### src/hw/rtl/hvt_pkg.sv
// ----------------------------------------------------------------------------
// hvt_pkg
// Types, constants and helpers shared by the vertex transform pipeline.
// ----------------------------------------------------------------------------
package hvt_pkg;

    localparam int COORD_FRAC_BITS = 16;
    localparam int COEF_FRAC_BITS  = 12;

    localparam int POS_W     = 32;
    localparam int COEF_W    = 16;
    localparam int CFG_W     = 32;
    localparam int CFG_N     = 8;
    localparam int CFG_IDX_W = 4;
    localparam int PROD_W    = POS_W + COEF_W;
    localparam int SUM_W     = PROD_W + 2;
    localparam int MAG_W     = SUM_W - 1;
    localparam int QUO_W     = 32;
    localparam int DIV_SH    = QUO_W - COORD_FRAC_BITS;
    localparam int DIV_STEPS = QUO_W;
    localparam int NSTG      = 1 + 2 + 2 + DIV_STEPS + 1;

    localparam logic [CFG_W-1:0] CFG_RESET [CFG_N] = '{
        32'h0000_1000, 32'h0000_0000, 32'h1000_0000, 32'h0000_0000,
        32'h0000_0000, 32'h0000_1000, 32'h0000_0000, 32'h1000_0000
    };

    // divisor standing in for a zero w: gives a plain shift by COEF_FRAC_BITS
    localparam logic [MAG_W-1:0] WZERO_DIV = MAG_W'(1) << (COEF_FRAC_BITS + COORD_FRAC_BITS);

    localparam logic [QUO_W-1:0] POS_MAX = {1'b0, {(QUO_W-1){1'b1}}};
    localparam logic [QUO_W-1:0] NEG_MIN = {1'b1, {(QUO_W-1){1'b0}}};

    typedef struct packed {
        logic signed [POS_W-1:0] pos_x;
        logic signed [POS_W-1:0] pos_y;
        logic signed [POS_W-1:0] pos_z;
    } t_in;

    typedef struct packed {
        logic signed [POS_W-1:0] out_x;
        logic signed [POS_W-1:0] out_y;
        logic signed [POS_W-1:0] out_z;
        logic                    w_was_zero;
        logic                    saturated;
    } t_out;

    typedef logic signed [COEF_W-1:0] t_coef;

    typedef struct packed {
        logic [MAG_W-1:0] rem;
        logic [QUO_W-1:0] word;
        logic             neg;
        logic             ovf;
    } t_div_lane;

    typedef struct packed {
        t_div_lane [2:0]  lane;
        logic [MAG_W-1:0] dvs;
        logic             wz;
    } t_div_item;

    function automatic t_div_lane div_step(t_div_lane l, logic [MAG_W-1:0] d);
        logic [MAG_W:0] t;
        t_div_lane      r;
        t = {l.rem, l.word[QUO_W-1]};
        r = l;
        if (t >= {1'b0, d}) begin
            r.rem  = MAG_W'(t - {1'b0, d});
            r.word = {l.word[QUO_W-2:0], 1'b1};
        end else begin
            r.rem  = t[MAG_W-1:0];
            r.word = {l.word[QUO_W-2:0], 1'b0};
        end
        return r;
    endfunction

endpackage

### src/hw/rtl/hvt_prep.sv
// ----------------------------------------------------------------------------
// hvt_prep
// Magnitudes and signs, divisor choice, overflow check and divider setup.
// ----------------------------------------------------------------------------
module hvt_prep import hvt_pkg::*; (
    input  logic                    i_clk,
    input  logic [1:0]              i_en,
    input  logic signed [SUM_W-1:0] i_sum [4],
    output t_div_item               o_item
);
    logic [MAG_W-1:0] r_mag [4];
    logic [MAG_W-1:0] n_mag [4];
    logic             r_neg [4];
    logic             r_wz;
    t_div_item        r_item;
    t_div_item        n_item;

    always_comb begin
        for (int c = 0; c < 4; c++) begin
            n_mag[c] = i_sum[c][SUM_W-1] ? MAG_W'(-i_sum[c]) : i_sum[c][MAG_W-1:0];
        end
    end

    always_comb begin
        n_item.wz  = r_wz;
        n_item.dvs = r_wz ? WZERO_DIV : r_mag[3];
        for (int c = 0; c < 3; c++) begin
            n_item.lane[c].neg  = r_neg[c] ^ (r_neg[3] & ~r_wz);
            n_item.lane[c].ovf  = {{DIV_SH{1'b0}}, r_mag[c]} >= {n_item.dvs, {DIV_SH{1'b0}}};
            n_item.lane[c].rem  = {{DIV_SH{1'b0}}, r_mag[c][MAG_W-1:DIV_SH]};
            n_item.lane[c].word = {r_mag[c][DIV_SH-1:0], {COORD_FRAC_BITS{1'b0}}};
        end
    end

    always_ff @(posedge i_clk) begin
        if (i_en[0]) begin
            for (int c = 0; c < 4; c++) begin
                r_neg[c] <= i_sum[c][SUM_W-1];
                r_mag[c] <= n_mag[c];
            end
            r_wz <= (i_sum[3] == '0);
        end
        if (i_en[1]) begin
            r_item <= n_item;
        end
    end

    assign o_item = r_item;
endmodule

### config.mk
export PLATFORM = sky130hd
export DESIGN_NAME = hvt_prep
export DESIGN_NICKNAME = d
export VERILOG_FILES = /design/src/hw/rtl/hvt_pkg.sv /design/src/hw/rtl/hvt_prep.sv
export SDC_FILE = /design/constraint.sdc
export NUM_CORES = 1
export LEC_CHECK = 0
export ABC_AREA = 1
export BUFFER_PORTS_ARGS = -buffer_cell sky130_fd_sc_hd__buf_2
export CAP_MARGIN = 5
export CORE_MARGIN = 3
export CORE_UTILIZATION = 25
export DETAILED_ROUTE_END_ITERATION = 10
export PLACE_DENSITY = 0.45
export SYNTH_ARGS = -nofsm -noshare
export SYNTH_HDL_FRONTEND = slang
export SYNTH_SLANG_ARGS = --single-unit
### constraint.sdc
create_clock -name i_clk -period 4.6 [get_ports i_clk]
set_input_delay 0.46 -clock i_clk [delete_from_list [all_inputs] [get_ports i_clk]]
set_output_delay 0.46 -clock i_clk [all_outputs]
set_load 0.02 [all_outputs]
[Yosys cells after proc, flatten, opt, wreduce, memory -nomap -nowiden]
Memory sizes are Yosys's and may differ from the RTL's.
Index checks and enable logic that the tools add are counted.
Storage, ports and cells
  memories kept: 2
  RAM bits: 200
  register bits: 204
  input bits: 203
  bits in latches: 0
  bits in read-only memories: 0
Memory list
  r_mag: words 4, width 49, read ports 4, clocked after Yosys merged registers in 0, write ports 4, RTL line hvt_prep.sv:11  | logic [MAG_W-1:0] r_mag [4];
  r_neg: words 4, width 1, read ports 4, clocked after Yosys merged registers in 0, write ports 4, RTL line hvt_prep.sv:13  | logic r_neg [4];
Operators by class
  $lt $le $gt $ge: 3
  reductions and logical operators: 1
  $mul: 0
  muxes and demuxes: 7
  bitwise gates (word level): 5
  div/mod/pow operators: 0
  add/subtract/negate cells: 4
  shifts and indexed selects: 0
  equality and inequality tests: 0
Operators with widths (number)
  $mux 49: 5
  $neg 49->49: 4
  $ge 49x65->1: 3
  $logic_not 50->1: 1
  $xor 1x1->1: 3
  $mux 1: 2
  $and 1x1->1: 1
  $not 1->1: 1

[Longest topological paths before layout]
Gate-level depths: netlist of the first run.
  depth in word-level cells: 3
  mapped depth: 16

[Worst setup path before layout of the first run]
OpenSTA, ideal clock, no wires.
  path kind: register to register
  start point: register r_wz
  end point: register r_item (netlist bit o_item[50]), data pin
  stages on the path, launching flop included: 14
  library setup time: 259 ps
  period minus slack after synthesis: 2070 ps
  arrival time: 1811 ps
  slack: 2530 ps
  required time: 4341 ps
  buffers on the path: 3
  cells stage by stage: edfxtp_1 buf_6 inv_4 buf_6 buf_2 nand2_1 ha_1 a21o_1 nor2_1 nand2_1 nor2_1 nand2_1 nand2_1 nand3_1
RTL lines
  start: declaration: RTL line hvt_prep.sv:14  | logic r_wz;
  start signal: assignment: RTL line hvt_prep.sv:41  | r_wz <= (i_sum[3] == '0);
  end signal: assignment: RTL line hvt_prep.sv:44  | r_item <= n_item;
  end: declaration: RTL line hvt_prep.sv:15  | t_div_item r_item;

==> results.toml, run 1 <==
[worst_setup_path]
criticalPathCategory = "register to register"
r2r_start = "r_wz"
cp-startpoint = "r_wz"
critPathCaptureType = "register"
path_max_fanout = 49
crit_required_ns = 5.06
arrival_ns = 3.46
cp-start-kind = "register"

[clocking]
tritoncts = "done"
cts_htree_levels = 2
clkSlewWorstSetupHoldPaths_ns = 0.07
ctsResizeCount = 0
cts_inserted_buffers = 47
clkSinkCount = 404
clk_path_buf_depth = 3
cts-root-buf = "clkbuf_16"
cts_hold_buffers = 0
post-cts-setup-buffers = 0
insertion_delay_ns = 0.59

[synth]
synth_top_cell_by_area = "edfxtp_1"
synth_warnings = 0
syn_inst = 2495
syn_avg_cell_area_um2 = 9.135
ys_ff_latch = 404
synthTopCellsByArea = "edfxtp_1 (53%), nand2_1 (11%), ha_1 (5.7%)"
synth_area_um2 = 22790
synth_seq_area_share = 0.5323
ys_types = 45
synth_top_area_share = 0.5323

[global_route]
grt_first_pass_wirelength_um = 121900
antenna_found_initial = 30
grt_overflow_total = 0
grt_max_degree = 88
grt_pass1_vias = 17440
grt_usage = 0.1778

[timing]
period_share = 0.6535
rsz0062_at_grt = "no"
hold_viol = 0
fmax_mhz = 332.6
setup_viol = 0
drv_slew = 0
finalCriticalPeriod_ns = 3.006
slew_headroom = 0.4279
layout_setup_ws_ns = 1.594
worstMarginPinSlew_ns = 0.8582
fin_setup_tns_ns = 0
skew_ns = 0.02608

[route]
drt_iter0_markers = 1199
drc = 0
drtAntennaViolNets = 0
dr.pass1.iters = 5
num_vias = 18140
vias_per_cell = 4.362
wl_um = 87110
avgRoutedWirePerCell_um = 20.95

[final_layout]
fillers = 9598
synthToLayoutAreaGrowth_pct = 20.61
fin_util = 0.3049
fin_nets = 3236
drive_gt1_frac = 0.1904
fin_cells = 4158

[worst_hold_path]
hp-class = "input port to register"
hold_start = "i_sum[150]"

[place]
placedCellCount = 4057
hpwl_um = 71870
port_buffers = 405
routabilityCongestion = 0.8969
dpl_worst_slack_ns = 1.613

[power_and_ir_drop]
cellPowerDensity_nw_per_um2 = 367.3
ir_drop_mv = 0.2254
p_leak_nw = 12.31
total_power_w = 0.01010

[die]
io_pins = 502
die_y_um = 307.9
dieArea_um2 = 94820
core-area_um2 = 90150
fp.dieW_um = 307.9
fp-row-count = 110
initial_utilization = 0.2528

[status]
outcome = "complete, no violations"

[flow_run]
cap_viol_max_count = 0
## power breakdown
part	switching, W	internal [W]
Clock	0.00155	0.00225
Sequential	0.000247	0.00446
Combinational	0.00111	0.000470
Total	0.00292	0.00718
## worst max-delay path, cell delays in order, from the launching register on
cell and delay (ns):
edfxtp_1 0.53, inv_4 0.43, nand2_1 0.33, ha_1 0.40, nand2_1 0.10, nor2_1 0.37, nand3_1 0.12, nor2_1 0.35
nand4_1 0.14, nand3_1 0.11
## sequential cells by signal, summed over array words and instances, names as in the netlist
register and flops:
r_wz 1, r_mag 196, o_item 203, r_neg 4
## per-layer routing
layer,share of wire,GRT usage
met1,0.45,0.2417
met4,0.020,0.04287
met5,0.00061,0
met2,0.48,0.2945
met3,0.053,0.03069
## through the flow
stage	cell area, µm²	hold slack, ns
after CTS	27450	0.03395
final	27490	0.07229
after global routing	27480	0.04464
after global placement	25890	0.4311
after floorplan	23150	0.4174
after detailed placement	25890	0.4337
## synthesized netlist by cell type, drive strengths merged
master,instances
o21bai,2
edfxtp,404
nor3b,1
inv,291
clkbuf,3
and2,4
nor3,17
a21o,7
nor2,346
nand4,76
conb,1
o21a,4
a21oi,43
nand2,698
clkinv,1
ha,103
and3,2
or2,1
nand3,183
o211ai,6
o21ai,71
nor2b,1
buf,122
nand3b,7
xor2,82
xnor2,19
## final cells by class
type                    count  area (µm²)  area share
diodes                     15       37.54    0.001366
clock buffers              54        1224     0.04452
clock inverters            32       335.3     0.01220
inverters                 292        1099     0.03997
multi-input cells        1769        9037      0.3288
flip-flops and latches    404       12130      0.4413
well taps                1176        1471     0.05353
repair buffers            416        2152     0.07829
## kinds of logic (layout without fill, tap and decap cells)
| kind of cell | after synthesis | count (layout) | synth area share |
|---|---|---|---|
| simple gates | 1336 | 1336 | 0.2498 |
| buf+inv | 417 | 794 | 0.08680 |
| flops | 404 | 404 | 0.5323 |
| compound gates | 133 | 133 | 0.03558 |
| fa+ha+maj | 103 | 103 | 0.05655 |
| xor+xnor | 101 | 101 | 0.03881 |
| other cells | 1 | 111 | 0.0001645 |
## cell usage in the layout (no fill, tap or decap), drive strengths merged, types with 2 or more instances in the layout
cell,count
xnor2,19
conb,96
a21oi,43
bufinv,6
and3,2
inv,293
clkbuf,56
nand4,76
buf,414
nand3b,7
clkinvlp,4
ha,103
nor2,346
o21a,4
nand2,698
edfxtp,404
o21ai,71
nand3,183
clkinv,21
nor3,17
and2,4
o21bai,2
a21o,7
xor2,82
diode,15
o211ai,6
## path summary, 6_finish.rpt
check	to	slack [ns]	cells past startpoint
worst max-delay path	o_item[50]	1.59	9
worst min register to register	o_item[249]	0.45	0
worst max register to register	o_item[50]	1.59	9
worst min-delay path	r_mag[0][0]	0.07	1
(Power assumes the default switching activity.)
==> run 2, diff against run 1 <==
==> constraint.sdc (replaced) <==
create_clock -name i_clk -period 2.79 [get_ports i_clk]
set_input_delay 0.279 -clock i_clk [delete_from_list [all_inputs] [get_ports i_clk]]
set_output_delay 0.279 -clock i_clk [all_outputs]
set_load 0.02 [all_outputs]
==> results.toml, run 2 (same netlist as run 1, synthesis figures left out) <==
[route]
vias_per_cell = 4.371
drc = 0
wl_um = 87600
dr.pass1.iters = 5
drt_iter0_markers = 1285
num_vias = 18430
avgRoutedWirePerCell_um = 20.77
drtAntennaViolNets = 0

[global_route]
grt_first_pass_wirelength_um = 122100
met1_usage = 0.2346
grt_usage = 0.1787
use_met2 = 0.2968
grt_pass1_vias = 17870
grt_overflow_total = 0
grtUsageMet3 = 0.02966
busiest_layer = "met2"
grt_max_degree = 63
antenna_found_initial = 23

[power_and_ir_drop]
switchingPower_w = 0.004949
pwr-share-comb = 0.159
p_leak_nw = 12.60
power_frac_seq = 0.457
ir_drop_mv = 0.3925
p_clk_frac = 0.383
cellPowerDensity_nw_per_um2 = 602.7
swShare = 0.2922
intPower_w = 0.01199

[place]
routabilityCongestion = 0.9179
hpwl_um = 72280
port_buffers = 405
placed_area_um2 = 26040

[final_layout]
fin_nets = 3294
final_common_cell = "nand2_1"
drive_gt1_frac = 0.1936
layout_common_cells = "nand2_1 (683), edfxtp_1 (404), buf_2 (403)"
final_cell_area_um2 = 28100
synthToLayoutAreaGrowth_pct = 23.31
largest_register_ffs = 203
fin_util = 0.3117

[die]
dieArea_um2 = 94820
fp.dieW_um = 307.9
io_pins = 502
fp-row-count = 110
core-area_um2 = 90150
initial_utilization = 0.2528
die_y_um = 307.9

[timing]
setup_viol = 0
drv_slew = 0
period_share = 0.9277
slew_headroom = 0.5747
hold_viol = 0
rsz0062_at_grt = "no"
fin_setup_tns_ns = 0
whs_ns = 0.03350
finalCriticalPeriod_ns = 2.588
fmax_mhz = 386.4
skew_ns = 0.02695
worstMarginPinSlew_ns = 0.6379

[worst_setup_path]
arrival_ns = 3.05
cp_cell_sequence = "inv_4, nand2_1, ha_1, nand2_1, nor2_1, nand2_1, nor2_1, nand2_1, nor2_1, nand3_1, nand3_1"
cp-start-kind = "register"
crit_required_ns = 3.25
critPathMaxStageDelay_ns = 0.42
critical_path.top_delay_family = "simple AND/OR/NAND/NOR gates"
cp_slowest_cell = "edfxtp_1"
path_max_fanout = 33
criticalPathCategory = "register to register"
cpMostUsedCell = "nand2_1"
critPathBufInv = 1
critPathCaptureType = "register"

[clocking]
cts_htree_levels = 2
cts-root-buf = "clkbuf_16"
clkSlewWorstSetupHoldPaths_ns = 0.06
tritoncts = "done"
cts_inserted_buffers = 47
clkSinkCount = 404
clk_path_buf_depth = 3
insertion_delay_ns = 0.60

[worst_hold_path]
hp-class = "input port to register"

[status]
outcome = "complete, no violations"

[flow_run]
cap_viol_max_count = 0
==> run 2: layer usage <==
metal | vias to the layer above | wire length, µm
met2 | 533 | 41560
met1 | 8651 | 38300
met5 | - | 76
met4 | 12 | 2965
li1 | 9112 | -
met3 | 125 | 4703
==> run 2: power groups by stage <==
stage	combinational [W]	clock, W	sequential [W]
after CTS	0.00271	0.00673	0.00777
after global routing	0.00299	0.00692	0.00780
final	0.00270	0.00650	0.00775
after detailed placement	0.00265	0	0.00789
after floorplan	0.00136	0	0.00791
after global placement	0.00264	0	0.00790
==> run 2: timing repair <==
action                     CTS  global route
resized for setup            0             1
setup buffers                0             0
hold endpoints to repair    41             0
setup endpoints to repair    0             1
hold buffers                41             0
==> run 2: worst paths after layout <==
| kind | startpoint | end | slack, ns | cells after the start |
|---|---|---|---|---|
| worst max-delay path | r_wz | o_item[216] | 0.20 | 11 |
| worst min-delay path | i_sum[142] | r_mag[1][42] | 0.03 | 3 |
| worst max register to register | r_wz | o_item[216] | 0.20 | 11 |
| worst min register to register | r_mag[0][13] | o_item[81] | 0.45 | 0 |
==> run 2: area by class of cell <==
type	count	area, µm²
Clock inverter	33	405.4
Clock buffer	55	1206
Sequential cell	404	12130
Tap cell	1176	1471
Inverter	292	1099
Antenna cell	14	35.03
Fill cell	9562	62050
Multi-Input combinational cell	1769	9040
Timing Repair Buffer	474	2715
==> run 2: per-stage QoR <==
| stage | cells | power (W) | setup WS [ns] |
|---|---|---|---|
| 2_1_floorplan | 2590 | 0.009266 | 0.7198 |
| 3_3_place_gp | 4074 | 0.01054 | 0.1360 |
| 3_5_place_dp | 4074 | 0.01054 | 0.1185 |
| 4_1_cts | 4203 | 0.01721 | 0.1369 |
| 5_1_grt | 4214 | 0.01771 | 0.05565 |
| 6_report | 4217 | 0.01694 | 0.2018 |
==> run 2: worst reg2reg max path, cell delays in order, from the launching register on <==
cell and delay, ns:
edfxtp_1 0.42, inv_4 0.27, nand2_1 0.35, ha_1 0.42, nand2_1 0.07, nor2_1 0.23, nand2_1 0.14, nor2_1 0.15
nand2_1 0.12, nor2_1 0.13, nand3_1 0.08, nand3_1 0.09
==> run 3, diff against run 2 <==
--- a/config.mk
+++ b/config.mk
@@ -12,6 +12,7 @@
 export CORE_UTILIZATION = 25
 export DETAILED_ROUTE_END_ITERATION = 10
 export PLACE_DENSITY = 0.45
+export RECOVER_POWER = 25
 export SYNTH_ARGS = -nofsm -noshare
 export SYNTH_HDL_FRONTEND = slang
 export SYNTH_SLANG_ARGS = --single-unit
==> results.toml, run 3 (same netlist as run 1, synthesis figures left out) <==
[power_and_ir_drop]
p_clk_frac = 0.383
ir_drop_mv = 0.3927
power_frac_seq = 0.458
intPower_w = 0.01199
cellPowerDensity_nw_per_um2 = 603.3
switchingPower_w = 0.004947
swShare = 0.2921
p_leak_nw = 12.57
pwr-share-comb = 0.159

[global_route]
antenna_found_initial = 23
grt_pass1_vias = 17870
grt_overflow_total = 0
grt_max_degree = 63
grt_usage = 0.1787
grt_first_pass_wirelength_um = 122100

[worst_setup_path]
cp_cell_sequence = "inv_4, nand2_1, ha_1, nand2_1, nor2_1, nand2_1, nor2_1, nand2_1, nor2_1, nand3_1, nand3_1"
cp-start-kind = "register"
crit_required_ns = 3.25
cp-startpoint = "r_wz"
crit_end = "o_item[216]"
arrival_ns = 3.07
reg2reg_slack_ns = 0.18
critPathMaxStageDelay_ns = 0.42
r2r_start = "r_wz"
r2r-end = "o_item[216]"
path_max_fanout = 33
cp_slowest_cell = "edfxtp_1"
criticalPathCategory = "register to register"
cpMostUsedCell = "nand2_1"
critPathCaptureType = "register"
reg2regPathDepth = 11

[die]
io_pins = 502
fp.dieW_um = 307.9
initial_utilization = 0.2528
dieArea_um2 = 94820
fp-row-count = 110
die_y_um = 307.9
core-area_um2 = 90150

[place]
port_buffers = 405
dpl_worst_slack_ns = 0.1185
hpwl_um = 72280
placedCellCount = 4074
routabilityCongestion = 0.9179

[final_layout]
final_common_cell = "nand2_1"
drive_gt1_frac = 0.1906
layout_common_cells = "nand2_1 (683), edfxtp_1 (404), buf_2 (395)"
fin_cells = 4217
largest_register_ffs = 203
fin_nets = 3294
synthToLayoutAreaGrowth_pct = 23.17

[route]
drtAntennaViolNets = 0
drt_iter0_markers = 1326
avgRoutedWirePerCell_um = 20.76
vias_per_cell = 4.368
dr.pass1.iters = 5
wl_um = 87550
drc = 0
num_vias = 18420

[timing]
skew_ns = 0.02801
slew_headroom = -0.3417
setup_viol = 0
finalCriticalPeriod_ns = 2.614
fin_setup_tns_ns = 0
rsz0062_at_grt = "no"
layout_setup_ws_ns = 0.1757
fmax_mhz = 382.5
worstMarginPinSlew_ns = 2.012
period_share = 0.9370
hold_viol = 0
drv_slew = 118
whs_ns = 0.03420

[status]
outcome = "finished, violations left"
violations = "capacitance limit, slew limit"

[clocking]
clk_path_buf_depth = 3
cts_inserted_buffers = 47
clkSlewWorstSetupHoldPaths_ns = 0.05
cts-root-buf = "clkbuf_16"
clkSinkCount = 404
cts_htree_levels = 2
tritoncts = "done"
insertion_delay_ns = 0.60

[worst_hold_path]
hp-class = "input port to register"

[flow_run]
cap_viol_max_count = 2
==> run 3: cell type report <==
type                    instances  area, µm²
fillers                      9570      62080
clock buffers                  55       1206
diodes                         14      35.03
multi-input cells            1769       9040
well taps                    1176       1471
repair buffers                474       2684
inverters                     292       1099
flip-flops and latches        404      12130
clock inverters                33      405.4
==> run 3: through the flow <==
| step | util | total power, W | cell area (µm²) |
|---|---|---|---|
| after global placement | 0.2889 | 0.01054 | 26040 |
| final | 0.3114 | 0.01694 | 28070 |
| after detailed placement | 0.2889 | 0.01054 | 26040 |
| after global routing | 0.3113 | 0.01771 | 28060 |
| after floorplan | - | 0.009266 | 23150 |
| after CTS | 0.3113 | 0.01721 | 28070 |
==> run 3: repair_timing <==
action	in CTS	in global routing
endpoints found under the hold margin	41	0
hold buffers	41	0
buffers inserted	0	0
gates resized for setup	0	1
setup endpoints to repair	0	1
==> run 3: power groups by stage <==
stage / combinational, W / sequential, W / clock [W]
3_5_place_dp: 0.00265 / 0.00789 / 0
5_1_grt: 0.00299 / 0.00780 / 0.00692
6_report: 0.00269 / 0.00775 / 0.00649
4_1_cts: 0.00271 / 0.00777 / 0.00673
3_3_place_gp: 0.00264 / 0.00790 / 0
2_1_floorplan: 0.00136 / 0.00791 / 0
==> run 3: critical path: cells and delay by family (launching register included) <==
| family | cells | cell delay (ns) |
|---|---|---|
| and+or+nand+nor | 9 | 1.37 |
| buffers and inverters | 1 | 0.28 |
| adders and majority gates | 1 | 0.42 |
| DFF | 1 | 0.42 |
==> run 3: per-layer routing <==
metal,global-route usage,share of wire,vias up
met5,0,0.00096,-
met3,0.02966,0.051,123
met4,0.06474,0.033,12
met2,0.2968,0.47,503
li1,-,-,9109
met1,0.2346,0.44,8673
==> run 3: how the worst min path moves through the flow <==
stage	cells past startpoint	slack [ns]	start	end
after global placement	0	0.43	r_mag[2][15]	o_item[249]
after detailed placement	0	0.43	r_mag[1][9]	o_item[160]
after CTS	3	0.00009	i_sum[74]	r_mag[2][24]
final	3	0.03	i_sum[198]	r_mag[0][48]
after floorplan	0	0.38	i_sum[150]	r_mag[0][0]
after global routing	2	0.02	i_sum[109]	r_mag[1][9]
