File: config.mk
export PLATFORM = sky130hd
export DESIGN_NAME = hvt_out
export DESIGN_NICKNAME = d
export VERILOG_FILES = /design/src/hw/rtl/hvt_pkg.sv /design/src/hw/rtl/hvt_out.sv
export SDC_FILE = /design/constraint.sdc
export NUM_CORES = 1
export LEC_CHECK = 0
export ABC_AREA = 1
export ABC_CLOCK_PERIOD_IN_PS = 1900
export BUFFER_PORTS_ARGS = -buffer_cell sky130_fd_sc_hd__buf_2
export CAP_MARGIN = 20
export CORE_AREA = 5 5 151 153
export CTS_BUF_LIST = sky130_fd_sc_hd__clkbuf_4
export DETAILED_ROUTE_END_ITERATION = 8
export DIE_AREA = 0 0 156 158
export PLACE_DENSITY = 0.76
export SETUP_SLACK_MARGIN = 0.05
export SYNTH_ARGS = -nofsm -noshare
export SYNTH_HDL_FRONTEND = slang
export SYNTH_SLANG_ARGS = --single-unit
File: constraint.sdc
create_clock -name i_clk -period 1.9 [get_ports i_clk]
set_clock_uncertainty 0.2 [all_clocks]
set_input_delay 0.19 -clock i_clk [delete_from_list [all_inputs] [get_ports i_clk]]
set_output_delay 0.19 -clock i_clk [all_outputs]
set_load 0.02 [all_outputs]
File: src/hw/rtl/hvt_pkg.sv
// ----------------------------------------------------------------------------
// hvt_pkg
// Types, constants and helpers shared by the vertex transform pipeline.
// ----------------------------------------------------------------------------
package hvt_pkg;

    localparam int COORD_FRAC_BITS = 16;
    localparam int COEF_FRAC_BITS  = 12;

    localparam int POS_W     = 32;
    localparam int COEF_W    = 16;
    localparam int CFG_W     = 32;
    localparam int CFG_N     = 8;
    localparam int CFG_IDX_W = 4;
    localparam int PROD_W    = POS_W + COEF_W;
    localparam int SUM_W     = PROD_W + 2;
    localparam int MAG_W     = SUM_W - 1;
    localparam int QUO_W     = 32;
    localparam int DIV_SH    = QUO_W - COORD_FRAC_BITS;
    localparam int DIV_STEPS = QUO_W;
    localparam int NSTG      = 1 + 2 + 2 + DIV_STEPS + 1;

    localparam logic [CFG_W-1:0] CFG_RESET [CFG_N] = '{
        32'h0000_1000, 32'h0000_0000, 32'h1000_0000, 32'h0000_0000,
        32'h0000_0000, 32'h0000_1000, 32'h0000_0000, 32'h1000_0000
    };

    // divisor standing in for a zero w: gives a plain shift by COEF_FRAC_BITS
    localparam logic [MAG_W-1:0] WZERO_DIV = MAG_W'(1) << (COEF_FRAC_BITS + COORD_FRAC_BITS);

    localparam logic [QUO_W-1:0] POS_MAX = {1'b0, {(QUO_W-1){1'b1}}};
    localparam logic [QUO_W-1:0] NEG_MIN = {1'b1, {(QUO_W-1){1'b0}}};

    typedef struct packed {
        logic signed [POS_W-1:0] pos_x;
        logic signed [POS_W-1:0] pos_y;
        logic signed [POS_W-1:0] pos_z;
    } t_in;

    typedef struct packed {
        logic signed [POS_W-1:0] out_x;
        logic signed [POS_W-1:0] out_y;
        logic signed [POS_W-1:0] out_z;
        logic                    w_was_zero;
        logic                    saturated;
    } t_out;

    typedef logic signed [COEF_W-1:0] t_coef;

    typedef struct packed {
        logic [MAG_W-1:0] rem;
        logic [QUO_W-1:0] word;
        logic             neg;
        logic             ovf;
    } t_div_lane;

    typedef struct packed {
        t_div_lane [2:0]  lane;
        logic [MAG_W-1:0] dvs;
        logic             wz;
    } t_div_item;

    function automatic t_div_lane div_step(t_div_lane l, logic [MAG_W-1:0] d);
        logic [MAG_W:0] t;
        t_div_lane      r;
        t = {l.rem, l.word[QUO_W-1]};
        r = l;
        if (t >= {1'b0, d}) begin
            r.rem  = MAG_W'(t - {1'b0, d});
            r.word = {l.word[QUO_W-2:0], 1'b1};
        end else begin
            r.rem  = t[MAG_W-1:0];
            r.word = {l.word[QUO_W-2:0], 1'b0};
        end
        return r;
    endfunction

endpackage

File: src/hw/rtl/hvt_out.sv
// ----------------------------------------------------------------------------
// hvt_out
// Sign, saturation and the output register.
// ----------------------------------------------------------------------------
module hvt_out import hvt_pkg::*; (
    input  logic      i_clk,
    input  logic      i_en,
    input  t_div_item i_item,
    output t_out      o_data
);
    t_out             r_out;
    t_out             n_out;
    logic [QUO_W-1:0] v [3];
    logic             s [3];

    always_comb begin
        for (int l = 0; l < 3; l++) begin
            s[l] = 1'b0;
            if (i_item.lane[l].ovf) begin
                s[l] = 1'b1;
                v[l] = i_item.lane[l].neg ? NEG_MIN : POS_MAX;
            end else if (i_item.lane[l].neg) begin
                if (i_item.lane[l].word > NEG_MIN) begin
                    s[l] = 1'b1;
                    v[l] = NEG_MIN;
                end else begin
                    v[l] = -i_item.lane[l].word;
                end
            end else if (i_item.lane[l].word[QUO_W-1]) begin
                s[l] = 1'b1;
                v[l] = POS_MAX;
            end else begin
                v[l] = i_item.lane[l].word;
            end
        end
        n_out.out_x      = $signed(v[0]);
        n_out.out_y      = $signed(v[1]);
        n_out.out_z      = $signed(v[2]);
        n_out.w_was_zero = i_item.wz;
        n_out.saturated  = s[0] | s[1] | s[2];
    end

    always_ff @(posedge i_clk) begin
        if (i_en) begin
            r_out <= n_out;
        end
    end

    assign o_data = r_out;
endmodule

* Word-level counts from Yosys, hierarchy flattened
Cells that the tools add are included.
** Operators by class
- Order comparisons :: 3
- $add $sub $neg :: 3
- Bitwise operators :: 2
- Muxes and demuxes :: 27
** Operators with widths (count)
- 2-to-1 mux 32 bit :: 12
- greater-than comparator 32 bit (second input constant) :: 3
- negation 32 bit :: 3
- 2-to-1 mux 31 bit :: 3
- 2-to-1 mux 1 bit :: 12
- bitwise OR 1 bit :: 2
** Storage, ports and cells
- Output and inout bits :: 98
- Bits of input ports :: 301
- Bits in registers :: 98

* Longest topological paths before layout
Gate-level depths: netlist (run 1).
- Depth in word-level cells :: 6
- Depth in mapped cells :: 13
- Gate-level depth less buffers :: 13

* Least setup slack after synthesis (run 1)
Ideal clock, no wire load.
- Path type :: input-to-reg
- Start point :: in i_item[218] (netlist name)
- End point :: reg r_out (netlist bit o_data[27]) (data pin)
- Buffers on the path :: 1
- Stages :: 11
- Arrival :: 1442 ps
- Library setup time :: 142 ps
- Slack :: 117 ps
- Data required time :: 1558 ps
- Cells stage by stage :: inv_1 ha_1 nand3_2 nor2_4 nand2_2 nor2_2 nor2_2 nor2_4 nand2_2 buf_6 o21ai_2
** RTL lines
- start, declared :: line hvt_out.sv:8 : input t_div_item i_item,
- end signal, assigned :: line hvt_out.sv:45 : r_out <= n_out;
- end, declared :: line hvt_out.sv:11 : t_out r_out;

==> Implementation_results.wiki, run 1 <==
{| class="wikitable"
! Metric !! Value
|-
| Crit path largest cell delay || 0.55 ns
|-
| Filler cell count || 1995
|-
| Power Dens Cells || 514 mW/mm^2
|-
| Data arrival time at the worst-slack endpoint || 2.03 ns
|-
| # clock sinks || 98
|-
| Total Neg Setup Slack || 0 ns
|-
| Number of flops mapped to enable cells by yosys || 98
|-
| Most common cell after layout, fill and taps aside || sky130_fd_sc_hd__nand2_1
|-
| Number of placement rows || 54
|-
| Nets@finish || 1605
|-
| Final critical delay including setup and external delays || 1.87 ns
|-
| Syn_nets || 1211
|-
| Drt total wl || 26.7 mm
|-
| Area taken by flip-flops and latches || 0.00294 sq mm
|-
| Die Ht || 158 microns
|-
| Largest net degree at the start of global routing || 99
|-
| Mean number of vias per cell || 5.00
|-
| Sequential element share of the synthesized area || 0.414
|-
| Least-Margin Pin Slew || 0.638 ns
|-
| Violations in the final reports || hold timing
|-
| Portion of total power attributed to sequential cells || 0.483
|-
| Global router's overall resource usage || 0.203
|-
| Count of final max-slew check failures || 0
|-
| H-tree lvl count || 3
|-
| Overflow left after global routing || 0
|-
| Share of the clock period used by the worst path after layout || 0.983
|-
| Number of vias after detailed routing || 7942
|-
| Outcome || finished with violations
|-
| Number of global-route vias before repair || 7561
|-
| Post-Route Hold Slack || -0.00702 ns
|-
| Register bit total from synthesis || 98
|-
| Effective utilization at floorplan || 0.332
|-
| NetSw || 1.93 mW
|-
| Detailed placement HPWL || 19.1 mm
|-
| Global-route wire length before repair || 39.5 mm
|-
| Area used by multi-input combinational logic || 0.00412 sq mm
|-
| Drt wl/cell || 16.8 microns
|-
| IR Drop Worst-Case VDD || 0.280 mV
|-
| Count of input and output buffers || 202
|-
| Number of antenna violations at the first check in global routing || 1
|-
| Clock tree root buffer cell || sky130_fd_sc_hd__clkbuf_4
|-
| TritonCTS clock tree || yes
|-
| Switching share of total power || 0.350
|-
| Die X-Extent || 156 microns
|-
| Largest driver fanout on the critical path || 7
|-
| Core footprint || 0.0214 sq mm
|-
| Most frequent cells in the layout || 218 x sky130_fd_sc_hd__nand2_1, 181 x sky130_fd_sc_hd__buf_2, 118 x sky130_fd_sc_hd__nor2_1, 118 x sky130_fd_sc_hd__buf_4, 98 x sky130_fd_sc_hd__edfxtp_1
|-
| Worst setup timing slack at the placement stage || -0.189 ns
|-
| Placer's final routability congestion estimate || 0.941
|-
| Peak Freq || 0.535 GHz
|-
| Flip-flop count of the largest register after layout || 98
|-
| Critical Path Most Common Cell || sky130_fd_sc_hd__nor2_4
|-
| Number of DRC markers after the initial detailed-route iteration || 624
|-
| Max-capacitance violation count || 0
|-
| Clock transition at the registers of the reported paths || 0.17 ns
|-
| Most instantiated flip-flop cell in the synthesis netlist || sky130_fd_sc_hd__edfxtp_1
|-
| Worst Path Class, Setup || in -> reg
|-
| Non-filler cells, final || 1587
|-
| Fraction of registers with async set/reset || 0
|-
| Internal power || 3.58 mW
|-
| Final worst-path setup slack || 0.0322 ns
|-
| Hold violation total from the final report || 1
|-
| Crit-path slowest cell || sky130_fd_sc_hd__dlygate4sd3_1
|-
| Area of the mapped netlist || 0.00711 sq mm
|-
| Instance count of the mapped netlist || 907
|-
| Max-slew headroom at the worst pin || 0.573
|-
| Layout area overhead || 50.8%
|-
| Die Outline Area || 0.0246 sq mm
|-
| Number of nets still failing antenna checks after routing || 0
|-
| Setup repair after global routing missed its margin || true
|-
| I/O pin cnt || 399
|-
| Crit path cell chain || dlygate4sd3_1, buf_6, nor2_4, nand2_2, nor2_4, nand2_2, nor2_4, nor2_4, nor2_4, nand2_4, buf_8, o21ai_2
|-
| HP Class || in -> reg
|-
| Total of endpoints with negative setup slack in the final report || 0
|-
| Post-synth cell types || 31
|-
| Clock network power share || 0.193
|-
| Required time of the critical path || 2.07 ns
|-
| DRC viols || 0
|-
| Element type at the critical path start || input pin
|-
| Leakage || 4.60 nW
|-
| First-pass detailed-route iteration total || 5
|-
| Number of synthesis warnings || 0
|-
| Avg Cell Area, Syn || 7.84 sq um
|-
| Layout cells sized above 1 || 0.356
|-
| Kind of end point of the critical path || flip-flop
|-
| Combinational group share of total power || 0.323
|-
| Placed Cells incl. Taps || 1471
|-
| Cts bufs inserted || 9
|-
| Power after layout || 5.51 mW
|-
| Maximum buffer depth of the clock tree || 2
|}
-- power groups by stage --
stage	logic, mW	registers [mW]	clock network [mW]
2_1_floorplan	0.511	2.98	0
3_3_place_gp	1.47	2.71	0
3_5_place_dp	1.49	2.71	0
4_1_cts	1.66	2.66	1.08
5_1_grt	1.91	2.68	1.16
6_report	1.78	2.66	1.07
-- what timing repair did --
| item | 4_1_cts | 5_1_grt |
|---|---|---|
| setup buffers | 0 | 6 |
| hold buffers | 93 | 1 |
| hold endpoints to repair | 84 | 1 |
| endpoints found under the setup margin | 0 | 73 |
| resized for setup | 0 | 152 |
-- cells by family (layout without fill, tap and decap cells) --
family,after synthesis,count (layout),synth area share
DFF,98,98,0.414
other,0,2,0
and+or+nand+nor,491,491,0.303
adders and majority gates,3,3,0.00528
AOI/OAI and AO/OA,161,161,0.143
buffers and inverters,84,482,0.0489
xor gates and xnor gates,70,70,0.0862
-- final cells by class --
class / count / share of cell area
Timing Repair Buffer: 411 / 0.278
Clock buffer: 9 / 0.00630
Clock inverter: 6 / 0.00385
Multi-Input combinational cell: 725 / 0.384
Tap cell: 280 / 0.0327
Antenna cell: 2 / 0.000467
Inverter: 56 / 0.0201
Sequential cell: 98 / 0.275
-- synth_stat cells (7+ instances only) --
cell type                  number  area (sq um)
sky130_fd_sc_hd__inv_1         52           195
sky130_fd_sc_hd__clkbuf_1      18          67.6
sky130_fd_sc_hd__edfxtp_1      98          2940
sky130_fd_sc_hd__nand3_1       41           205
sky130_fd_sc_hd__o21ai_2       31           272
sky130_fd_sc_hd__o22ai_2       10           125
sky130_fd_sc_hd__nand2_2        7          43.8
sky130_fd_sc_hd__xor2_1        39           342
sky130_fd_sc_hd__o21ai_0      109           546
sky130_fd_sc_hd__xnor2_1       31           272
sky130_fd_sc_hd__nand4_1       11          68.8
sky130_fd_sc_hd__nor2_1       147           552
sky130_fd_sc_hd__nand2_1      231           867
sky130_fd_sc_hd__nor2_4         8          90.1
sky130_fd_sc_hd__nor3_1        21           105
sky130_fd_sc_hd__nor2_2        17           106
-- critical path, delay by kind of cell --
family / cells / cell delay (ns)
buf+inv: 3 / 0.85
simple gates: 8 / 0.83
compound gates: 1 / 0.15
-- path summary, 6_finish.rpt --
kind                        start                    to  slack (ns)  depth (start not counted)
worst max-delay path  i_item[225]  o_data[16]$_DFFE_PP_        0.03                         12
worst min-delay path   i_item[64]  o_data[78]$_DFFE_PP_      -0.007                          5
-- metal layers --
layer  GRT usage  up-vias  part of all wire
met2       0.333      365              0.47
met1       0.271     3692              0.41
li1            -     3830                 -
met5           0        -                 0
met4      0.0629        0             0.026
met3      0.0443       55             0.096
-- metrics by stage --
stage / instance area (sq um) / hold slack, ns / utilization
floorplan: 7110 / 0.0889 / -
global placement: 9190 / 0.168 / 0.429
detailed placement: 9190 / 0.171 / 0.429
CTS: 10200 / 0.00131 / 0.478
global route: 10700 / -0.0156 / 0.501
finish: 10700 / -0.00702 / 0.501
(Power assumes the default switching activity.)
==> run 2, diff against run 1 <==
HOLD_SLACK_MARGIN = 0.12   (was unset)
==> Implementation_results.wiki, run 2 (synthesized netlist as in run 1, its figures left out) <==
{| class="wikitable"
! Metric !! Value
|-
| Non-filler cells, final || 1637
|-
| Core footprint || 0.0214 sq mm
|-
| Die Ht || 158 microns
|-
| Placed Cells incl. Taps || 1471
|-
| Hold Crit Depth || 3
|-
| Layout area overhead || 59.1%
|-
| Most frequent cells in the layout || 214 x sky130_fd_sc_hd__nand2_1, 184 x sky130_fd_sc_hd__buf_2, 132 x sky130_fd_sc_hd__dlygate4sd3_1
|-
| Endpoint with the worst hold slack || o_data[33]$_DFFE_PP_
|-
| Maximum buffer depth of the clock tree || 2
|-
| Outcome || finished with violations
|-
| First-pass detailed-route iteration total || 5
|-
| Global-route wire length before repair || 40.4 mm
|-
| Effective utilization at floorplan || 0.332
|-
| Global router's overall resource usage || 0.208
|-
| Flip-flop count of the largest register after layout || 98
|-
| Die X-Extent || 156 microns
|-
| I/O pin cnt || 399
|-
| # clock sinks || 98
|-
| Critical hold path startpoint || i_item[249]
|-
| Cts bufs inserted || 9
|-
| Post-route cell area || 0.0113 sq mm
|-
| Largest net degree at the start of global routing || 99
|-
| Element type at the critical path start || input pin
|-
| Data arrival time at the worst-slack endpoint || 2.05 ns
|-
| Peak Freq || 0.526 GHz
|-
| H-tree lvl count || 3
|-
| DRC viols || 0
|-
| Nets@finish || 1655
|-
| Total cell area at the placement stage || 0.00919 sq mm
|-
| Number of vias after detailed routing || 8348
|-
| Max-capacitance violation count || 0
|-
| Total of endpoints with negative setup slack in the final report || 1
|-
| Number of nets still failing antenna checks after routing || 0
|-
| Post-Route Hold Slack || -0.0295 ns
|-
| Worst Path Class, Setup || in -> reg
|-
| Clock transition at the registers of the reported paths || 0.15 ns
|-
| HP Class || in -> reg
|-
| Required time of the critical path || 2.05 ns
|-
| Detailed placement HPWL || 19.1 mm
|-
| Layout cells sized above 1 || 0.366
|-
| IR Drop Worst-Case VDD || 0.294 mV
|-
| Most common cell after layout, fill and taps aside || sky130_fd_sc_hd__nand2_1
|-
| Start point of the critical path || i_item[223]
|-
| Clock tree root buffer cell || sky130_fd_sc_hd__clkbuf_4
|-
| Share of the core filled with cells in the final layout || 0.528
|-
| TritonCTS clock tree || yes
|-
| Number of antenna violations at the first check in global routing || 1
|-
| Number of global-route vias before repair || 7851
|-
| Final critical delay including setup and external delays || 1.90 ns
|-
| Number of DRC markers after the initial detailed-route iteration || 666
|-
| Kind of end point of the critical path || flip-flop
|-
| Die Outline Area || 0.0246 sq mm
|-
| Share of the clock period used by the worst path after layout || 1.00
|-
| Placer's final routability congestion estimate || 0.941
|-
| Least-Margin Pin Slew || 0.668 ns
|-
| Hold violation total from the final report || 1
|-
| Count of input and output buffers || 202
|-
| Largest driver fanout on the critical path || 8
|-
| Overflow left after global routing || 0
|-
| Number of placement rows || 54
|-
| Mean number of vias per cell || 5.10
|-
| Violations in the final reports || hold timing, setup timing
|-
| Max-slew headroom at the worst pin || 0.554
|-
| Count of final max-slew check failures || 0
|-
| Drt total wl || 28.0 mm
|-
| Power Dens Cells || 497 mW/mm^2
|-
| Final worst-path setup slack || -0.00127 ns
|-
| Filler cell count || 1889
|-
| Leakage || 4.83 nW
|-
| Drt wl/cell || 17.1 microns
|-
| Setup repair after global routing missed its margin || true
|}
==> run 2: what timing repair did <==
action / 4_1_cts / 5_1_grt
setup buffers: 0 / 10
resized for setup: 0 / 186
hold endpoints to repair: 195 / 4
setup endpoints to repair: 0 / 86
hold buffers: 134 / 5
==> run 2: layout make-up <==
class,instances,area (sq um),area share
Multi-Input combinational cell,725,4230,0.374
Clock inverter,6,41.3,0.00365
Sequential cell,98,2940,0.260
Antenna cell,2,5.00,0.000442
Clock buffer,9,67.6,0.00597
Inverter,56,216,0.0191
Tap cell,280,350,0.0310
Timing Repair Buffer,461,3460,0.306
==> run 2: power by group <==
part	switching [mW]	internal, mW
clock	0.796	0.264
sequential	0.0527	2.61
combinational	1.11	0.782
total	1.96	3.66
==> run 2: critical path: stages <==
cell and delay [ns]:
sky130_fd_sc_hd__dlygate4sd3_1 0.57, sky130_fd_sc_hd__buf_6 0.15, sky130_fd_sc_hd__nor2_2 0.10, sky130_fd_sc_hd__nand2_2 0.07
sky130_fd_sc_hd__nor2_4 0.16, sky130_fd_sc_hd__nand2_2 0.10, sky130_fd_sc_hd__nor2_4 0.11, sky130_fd_sc_hd__nor2_4 0.06
sky130_fd_sc_hd__nor2_4 0.13, sky130_fd_sc_hd__nand2_4 0.10, sky130_fd_sc_hd__buf_12 0.16, sky130_fd_sc_hd__o21ai_2 0.14
==> run 2: metal layers <==
| metal | GRT usage | vias to the layer above | share of wire |
|---|---|---|---|
| met5 | 0 | - | 0 |
| met3 | 0.0448 | 96 | 0.10 |
| met1 | 0.272 | 3859 | 0.39 |
| met4 | 0.0721 | 0 | 0.037 |
| met2 | 0.343 | 454 | 0.47 |
| li1 | - | 3939 | - |
==> run 2: worst max path at each step <==
stage	to	slack, ns	cells after the start
after floorplan	o_data[27]$_DFFE_PP_	0.12	11
after global placement	o_data[57]$_DFFE_PP_	-0.17	11
after detailed placement	o_data[37]$_DFFE_PP_	-0.19	11
after CTS	o_data[57]$_DFFE_PP_	0.05	11
after global routing	o_data[29]$_DFFE_PP_	-0.07	9
final	o_data[22]$_DFFE_PP_	-0.001	12
==> run 2: metrics by stage <==
stage | total power [mW] | setup TNS (ns) | worst slack [ns]
final | 5.62 | -0.00127 | -0.00127
after global routing | 5.86 | -0.170 | -0.0718
after CTS | 5.47 | 0 | 0.0530
after detailed placement | 4.20 | -6.55 | -0.189
after global placement | 4.18 | -5.52 | -0.168
after floorplan | 3.49 | 0 | 0.117
==> run 3, diff against run 2 <==
BUFFER_PORTS_ARGS = -buffer_cell sky130_fd_sc_hd__buf_4   (was -buffer_cell sky130_fd_sc_hd__buf_2)
PLACE_DENSITY = 0.69   (was 0.76)
==> Implementation_results.wiki, run 3 (synthesized netlist as in run 1, its figures left out) <==
{| class="wikitable"
! Metric !! Value
|-
| Outcome || finished with violations
|-
| Violations in the final reports || hold timing
|-
| Final critical delay including setup and external delays || 1.85 ns
|-
| Data arrival time at the worst-slack endpoint || 1.92 ns
|-
| Number of placement rows || 54
|-
| Total Neg Setup Slack || 0 ns
|-
| Layout cells sized above 1 || 0.352
|-
| Die Ht || 158 microns
|-
| First-pass detailed-route iteration total || 5
|-
| Total of endpoints with negative setup slack in the final report || 0
|-
| Clock tree root buffer cell || sky130_fd_sc_hd__clkbuf_4
|-
| Power Dens Cells || 520 mW/mm^2
|-
| Peak Freq || 0.541 GHz
|-
| Kind of end point of the critical path || flip-flop
|-
| Worst Path Class, Setup || in -> reg
|-
| Least-Margin Pin Slew || 0.470 ns
|-
| Area taken by flip-flops and latches || 0.00294 sq mm
|-
| # clock sinks || 98
|-
| H-tree lvl count || 3
|-
| Maximum buffer depth of the clock tree || 2
|-
| TritonCTS clock tree || yes
|-
| Most frequent cells in the layout || 341 x sky130_fd_sc_hd__buf_4, 228 x sky130_fd_sc_hd__nand2_1, 135 x sky130_fd_sc_hd__dlygate4sd3_1
|-
| Layout area overhead || 68.3%
|-
| Number of DRC markers after the initial detailed-route iteration || 618
|-
| Share of the core filled with cells in the final layout || 0.559
|-
| HP Class || in -> reg
|-
| Leakage || 5.23 nW
|-
| I/O pin cnt || 399
|-
| Die X-Extent || 156 microns
|-
| Global-route wire length before repair || 42.0 mm
|-
| Flip-flop count of the largest register after layout || 98
|-
| Hold violation total from the final report || 1
|-
| Final worst-path setup slack || 0.0516 ns
|-
| Cts bufs inserted || 9
|-
| Count of input and output buffers || 202
|-
| IR Drop Worst-Case VDD || 0.359 mV
|-
| Drt wl/cell || 16.9 microns
|-
| Max-capacitance violation count || 0
|-
| Largest net degree at the start of global routing || 34
|-
| Detailed placement HPWL || 20.1 mm
|-
| Clock transition at the registers of the reported paths || 0.17 ns
|-
| Overflow left after global routing || 0
|-
| Drt total wl || 28.4 mm
|-
| Largest driver fanout on the critical path || 8
|-
| Power after layout || 6.22 mW
|-
| Required time of the critical path || 1.97 ns
|-
| Setup repair after global routing missed its margin || true
|-
| Effective utilization at floorplan || 0.332
|-
| Share of the clock period used by the worst path after layout || 0.973
|-
| Placer's final routability congestion estimate || 0.965
|-
| Count of final max-slew check failures || 0
|-
| Worst setup timing slack at the placement stage || -0.286 ns
|-
| Nets@finish || 1698
|-
| Most common cell after layout, fill and taps aside || sky130_fd_sc_hd__buf_4
|-
| Global router's overall resource usage || 0.217
|-
| Post-Route Hold Slack || -0.0999 ns
|-
| Element type at the critical path start || input pin
|-
| Area used by multi-input combinational logic || 0.00397 sq mm
|-
| Mean number of vias per cell || 4.97
|-
| DRC viols || 0
|-
| Number of global-route vias before repair || 8213
|-
| Number of nets still failing antenna checks after routing || 0
|-
| Number of antenna violations at the first check in global routing || 1
|-
| Filler cell count || 1934
|-
| Die Outline Area || 0.0246 sq mm
|-
| Max-slew headroom at the worst pin || 0.686
|-
| Core footprint || 0.0214 sq mm
|-
| Number of vias after detailed routing || 8348
|}
==> run 3: layer usage <==
| layer | wire, microns | share of wire | track usage | up-vias |
|---|---|---|---|---|
| li1 | - | - | - | 4015 |
| met1 | 11700 | 0.41 | 0.287 | 3867 |
| met2 | 13300 | 0.47 | 0.351 | 401 |
| met3 | 2480 | 0.087 | 0.0385 | 65 |
| met4 | 898 | 0.032 | 0.0909 | 0 |
| met5 | 0 | 0 | 0 | - |
==> run 3: worst max-delay path: stages <==
cell,delay [ns]
sky130_fd_sc_hd__dlygate4sd3_1,0.56
sky130_fd_sc_hd__buf_4,0.15
sky130_fd_sc_hd__inv_1,0.10
sky130_fd_sc_hd__nand2_4,0.10
sky130_fd_sc_hd__o21ai_0,0.16
sky130_fd_sc_hd__dlygate4sd3_1,0.57
sky130_fd_sc_hd__o21ai_0,0.09
==> run 3: final cells by class <==
class,count,area share
repair buffers,504,0.359
multi-input cells,725,0.332
flip-flops and latches,98,0.246
well taps,280,0.0293
inverters,56,0.0181
clock inverters,7,0.0104
clock buffers,9,0.00565
diodes,1,0.000209
==> run 3: final timing paths <==
| kind | slack (ns) | start | endpoint | depth (start not counted) |
|---|---|---|---|---|
| setup / recovery | 0.05 | i_item[133] | o_data[59]$_DFFE_PP_ | 7 |
| hold / removal | -0.1 | i_item[221] | o_data[5]$_DFFE_PP_ | 3 |
==> run 3: what timing repair did <==
item,in CTS,in global routing
endpoints found under the hold margin,136,14
hold buffers,135,12
setup buffers,0,8
endpoints found under the setup margin,0,59
resized for setup,0,75
==> run 3: stage by stage <==
step                instance area [sq um]  instances  hold slack (ns)
CTS                                 11600       1662           -0.219
floorplan                            7110        907           0.0889
global route                        12000       1680           -0.102
finish                              12000       1680          -0.0999
global placement                    10000       1511            0.169
detailed placement                  10000       1511            0.170
==> run 3: power by group <==
part / leakage, nW / switching [mW] / internal, mW / total [mW]
combinational: 4.18 / 1.09 / 0.966 / 2.06
clock: 0.0971 / 0.811 / 0.676 / 1.49
sequential: 0.957 / 0.0659 / 2.61 / 2.68
total: 5.23 / 1.97 / 4.25 / 6.22
